[config.mk]
export PLATFORM = sky130hd
export DESIGN_NAME = nfr_controller
export DESIGN_NICKNAME = d
export VERILOG_FILES = /design/src/sv/nfr_pkg.sv /design/src/sv/nfr_controller.sv
export SDC_FILE = /design/constraint.sdc
export NUM_CORES = 1
export LEC_CHECK = 0
export ABC_AREA = 1
export BUFFER_PORTS_ARGS = -buffer_cell sky130_fd_sc_hd__buf_2
export CAP_MARGIN = 20
export CORE_AREA = 2 2 39 41
export CTS_CLUSTER_SIZE = 12
export DETAILED_ROUTE_END_ITERATION = 16
export DIE_AREA = 0 0 41 43
export SETUP_SLACK_MARGIN = 0.05
export SLEW_MARGIN = 40
export SYNTH_ARGS = -nofsm -noshare
export SYNTH_HDL_FRONTEND = slang
export SYNTH_SLANG_ARGS = --single-unit
[constraint.sdc]
create_clock -name clock -period 1.4 [get_ports clock]
set_input_delay 0.28 -clock clock [delete_from_list [all_inputs] [get_ports clock]]
set_output_delay 0.28 -clock clock [all_outputs]
set_load 0.03 [all_outputs]
[src/sv/nfr_pkg.sv]
// Shared types, constants and controller codes for the nondominated front ranker.
package nfr_pkg;

   // Default sizing of the block
   localparam int DEF_MAX_SOLUTIONS  = 64;
   localparam int DEF_MAX_OBJECTIVES = 8;
   localparam int DEF_VALUE_WIDTH    = 32;

   // Fixed field widths of the item ports
   localparam int OBJ_VALUE_W   = 32;
   localparam int SOL_INDEX_W   = 6;
   localparam int FRONT_RANK_W  = 6;
   localparam int FRONT_COUNT_W = 7;

   // Objective count register
   localparam int         CSR_W     = 4;
   localparam logic [3:0] CSR_RESET = 4'd2;

   typedef struct packed {
      logic signed [OBJ_VALUE_W-1:0] objective_value;
      logic                          last_value;
   } req_item_type;

   typedef struct packed {
      logic [SOL_INDEX_W-1:0]   solution_index;
      logic [FRONT_RANK_W-1:0]  front_rank;
      logic [FRONT_COUNT_W-1:0] front_count;
      logic                     overflow;
      logic                     last_result;
   } rsp_item_type;

   typedef enum logic [3:0] {
      ST_LOAD,
      ST_DIV,
      ST_LEX_SCAN,
      ST_LEX_SETTLE,
      ST_ORD_READ,
      ST_ORD_LATCH,
      ST_RANK_SCAN,
      ST_RANK_SETTLE,
      ST_OUT_READ,
      ST_OUT_EMIT
   } nfr_state_type;

   // Controller to datapath commands
   typedef struct packed {
      logic load;
      logic div_step;
      logic div_finish;
      logic clear_set;
      logic sweep_init;
      logic scan;
      logic settle;
      logic mode_rank;
      logic ord_latch;
      logic out_read;
      logic out_emit;
   } nfr_cmd_type;

   // Datapath to controller status
   typedef struct packed {
      logic div_done;
      logic n_zero;
      logic k_last;
      logic b_last;
      logic a_last;
   } nfr_status_type;

endpackage

[src/sv/nfr_controller.sv]
// Sequencer for load, solution count, lexicographic pass, ranking pass and output.
module nfr_controller import nfr_pkg::*; (
   input  logic           clock,
   input  logic           reset,
   input  logic           start,
   input  logic           last_value,
   input  nfr_status_type status,
   output logic           busy,
   output nfr_cmd_type    cmd
);

   nfr_state_type state_ff, state_in;

   always_ff @(posedge clock) begin
      if (reset) begin
         state_ff <= ST_LOAD;
      end else begin
         state_ff <= state_in;
      end
   end

   // Next state
   always_comb begin
      state_in = state_ff;
      case (state_ff)
         ST_LOAD: begin
            if (start && last_value) state_in = ST_DIV;
         end
         ST_DIV: begin
            if (status.div_done) state_in = status.n_zero ? ST_LOAD : ST_LEX_SCAN;
         end
         ST_LEX_SCAN: begin
            if (status.k_last) state_in = ST_LEX_SETTLE;
         end
         ST_LEX_SETTLE: begin
            if (status.b_last && status.a_last) state_in = ST_ORD_READ;
            else state_in = ST_LEX_SCAN;
         end
         ST_ORD_READ:  state_in = ST_ORD_LATCH;
         ST_ORD_LATCH: state_in = ST_RANK_SCAN;
         ST_RANK_SCAN: begin
            if (status.k_last) state_in = ST_RANK_SETTLE;
         end
         ST_RANK_SETTLE: begin
            if (status.b_last) state_in = status.a_last ? ST_OUT_READ : ST_ORD_READ;
            else state_in = ST_RANK_SCAN;
         end
         ST_OUT_READ: state_in = ST_OUT_EMIT;
         ST_OUT_EMIT: begin
            state_in = status.a_last ? ST_LOAD : ST_OUT_READ;
         end
         default: state_in = ST_LOAD;
      endcase
   end

   // Commands
   always_comb begin
      cmd  = '0;
      busy = 1'b1;
      case (state_ff)
         ST_LOAD: begin
            busy     = 1'b0;
            cmd.load = start;
         end
         ST_DIV: begin
            cmd.div_step   = !status.div_done;
            cmd.clear_set  = status.div_done && status.n_zero;
            cmd.div_finish = status.div_done && !status.n_zero;
            cmd.sweep_init = status.div_done && !status.n_zero;
         end
         ST_LEX_SCAN:    cmd.scan = 1'b1;
         ST_LEX_SETTLE:  cmd.settle = 1'b1;
         ST_ORD_READ:    cmd.mode_rank = 1'b1;
         ST_ORD_LATCH: begin
            cmd.mode_rank = 1'b1;
            cmd.ord_latch = 1'b1;
         end
         ST_RANK_SCAN: begin
            cmd.mode_rank = 1'b1;
            cmd.scan      = 1'b1;
         end
         ST_RANK_SETTLE: begin
            cmd.mode_rank = 1'b1;
            cmd.settle    = 1'b1;
         end
         ST_OUT_READ: cmd.out_read = 1'b1;
         ST_OUT_EMIT: begin
            cmd.out_emit  = 1'b1;
            cmd.clear_set = status.a_last;
         end
         default: cmd = '0;
      endcase
   end

endmodule

==> run metrics <==
initial antenna violation count 0; leading area contributor after synthesis dfxtp_1; # fillers 141; Max clock buf depth 2; RSZ-0062 raised after global routing yes; Min-Delay Path Depth 2; Worst R2R Setup Slack 0.20 ns; grt total ovfl 0; IO buf count 20; Most used DFF post-synth dfxtp_1; slowest CP cell dfxtp_4; pre-CTS WS 0.0857 ns; Tcrit/Tclk final 104%; die area 1760 sq um; Synth Warn # 0; final core occ 51.5%; Antenna Nets Post-Route 0; sequential share of power 24.0%; Design Area, Final 713 sq um; Comb power frac 52.5%; setup tns final -0.163 ns; Clock power frac 23.5%; Fin Hold WS 0.258 ns; fin. max-slew vios 0; Mean Syn Cell Area 5.33 sq um; Synth Register Bits 4; Layout area overhead 93.9%; routed len/inst 10.6 um; clk_lat worst skew 0.23 ns; Synth cell types 17; Post-Syn Instances 69; post-synth top area share 21.8%; Inst Count DP 106; worst setup margin -0.0520 ns; Bufs and invs on worst path 3; VDD IR max 411 uV; initial core utilization 26.6%; Register-to-Register Path Depth 9; relative slew slack 82.0%; routed vias 516; H-tree levels 1; clock skew 0.00107 ns; final WL 1210 um; Post-synth EDFFs 0; Clock transition at path regs 0.04 ns; Net Count, Synth 78; Async SR Flop Fraction 0%; drt pass-1 iters 4; DR iter-0 viols 11; WS Path Type reg2out; largest cells by area after synthesis dfxtp_1 (22%), inv_1 (14%), nand2_1 (14%); HPWL Detailed 837 um; NumNets Final 109; vias in the first global route 441; max reg flops 4; Pwr Total 600 uW; critical path cell sequence inv_4 -> nor2_4 -> nand3_2 -> inv_2 -> a32o_2 -> buf_6; clock sinks 4; worst hold path type in2reg; shortest period the worst path allows 1.45 ns; all-layer global routing usage 14.5%; outcome complete, but fails checks; Root Buffer clkbuf_4; worst reg2reg path startpoint state_ff[2]; global-route wire length before repair 1680 um; Crit path max-delay family flip-flops; Mapped Area 368 sq um; CP Capture Type output pin; final setup fails 5; Worst Hold End state_ff[1]; Die Wd 41 um; DP Area 538 sq um; Via density 4.53; top flop regs state_ff: 4 flops; Placer Congestion 0.743; P_int 349 uW; fmax 0.689 GHz; pin count of the biggest net entering global routing 7; LEAKAGE 0.401 nW; crit path max fanout 5; Worst Tran Pin Value 0.269 ns; CP Launch Type flop; core area 1380 sq um; Top Ports 21; CP peak stage delay 0.37 ns; Max-Cap Viols 0; NetSw 252 uW; # diodes 0; Final Hold Viols 0; # rows 14; layout cell share with drive strength beyond 1 59.2%; Min-Delay Startpoint reset; non-filler instance count after layout 114; reg2reg end state_ff[0]; Critical Path AT 1.17 ns; Residual DRC 0; die height 43 um; sequential-to-total area share from yosys stat 21.8%; Biggest register state_ff; sw frac 41.9%; Num CTS Buffers 3; Power Dens Cells 842 nW/um^2; CTS tree built; violated checks setup timing; WP data required 1.12 ns
-- cell usage after synthesis, types with 2 or more instances --
cell type	number
dfxtp_1	4
inv_1	14
inv_2	3
nand2_1	14
nand3_1	7
nor2_1	13
nor2_2	2
o21ai_0	3
-- layout make-up --
| cell class | count | area, sq um | area share (%) |
|---|---|---|---|
| Sequential cell | 4 | 95.1 | 13.3 |
| Clock buffer | 3 | 22.5 | 3.16 |
| Tap cell | 16 | 20.0 | 2.81 |
| Multi-Input combinational cell | 46 | 280 | 39.3 |
| Inverter | 18 | 75.1 | 10.5 |
| Timing Repair Buffer | 27 | 220 | 30.9 |
-- kinds of logic (layout without fill, tap and decap cells) --
logic type	after synthesis	after routing	share of synthesized area, %
and+or+nand+nor	39	39	45.2
buffers and inverters	19	48	20.4
AOI/OAI and AO/OA	7	7	12.6
DFF	4	4	21.8
-- layer usage --
layer  up-vias  GRT usage, %  wire length, um
met5         -             0                0
met4         0          10.0                0
met3         0          1.57               59
met2        21          24.7              684
met1       226          15.2              463
li1        269             -                -
-- repair_timing --
action | 4_1_cts | 5_1_grt
buffers inserted | 2 | 3
pin swaps | 3 | 4
resized for setup | 34 | 10
setup endpoints to repair | 12 | 12
hold buffers | 0 | 0
-- worst max-delay path by stage --
stage / start / to / slack, ns / depth (start not counted)
final: state_ff[0] / cmd[7] / -0.05 / 6
after global routing: state_ff[0] / cmd[8] / -0.11 / 5
after CTS: state_ff[0] / cmd[6] / -0.06 / 5
after detailed placement: state_ff[1] / cmd[7] / 0.09 / 5
after global placement: state_ff[1] / cmd[7] / 0.08 / 5
after floorplan: state_ff[0] / cmd[8] / -0.01 / 5
-- cell usage in the layout, fill, tap and decap left out --
master,Yosys,layout
a32o_2,0,1
clkinv_1,1,1
nand3_2,0,2
a21oi_1,1,1
nor3_4,0,1
nand3_1,7,5
nor2_4,0,5
nand4_1,1,1
buf_4,1,9
o21ai_0,3,3
nand2_1,14,11
nand2_2,1,4
buf_2,0,8
nor2_2,2,2
dfxtp_4,0,4
inv_4,0,3
buf_6,0,10
nor2_1,13,8
clkbuf_4,0,3
inv_2,3,5
a211oi_1,1,1
inv_1,14,9
a21oi_2,1,1
-- power by group through the flow --
stage	clock (mW)	combinational, mW	sequential, mW
2_1_floorplan	0	0.188	0.140
3_3_place_gp	0	0.240	0.142
3_5_place_dp	0	0.243	0.142
4_1_cts	0.150	0.296	0.144
5_1_grt	0.154	0.335	0.146
6_report	0.141	0.315	0.144
Power figures use the tool's default switching activity.
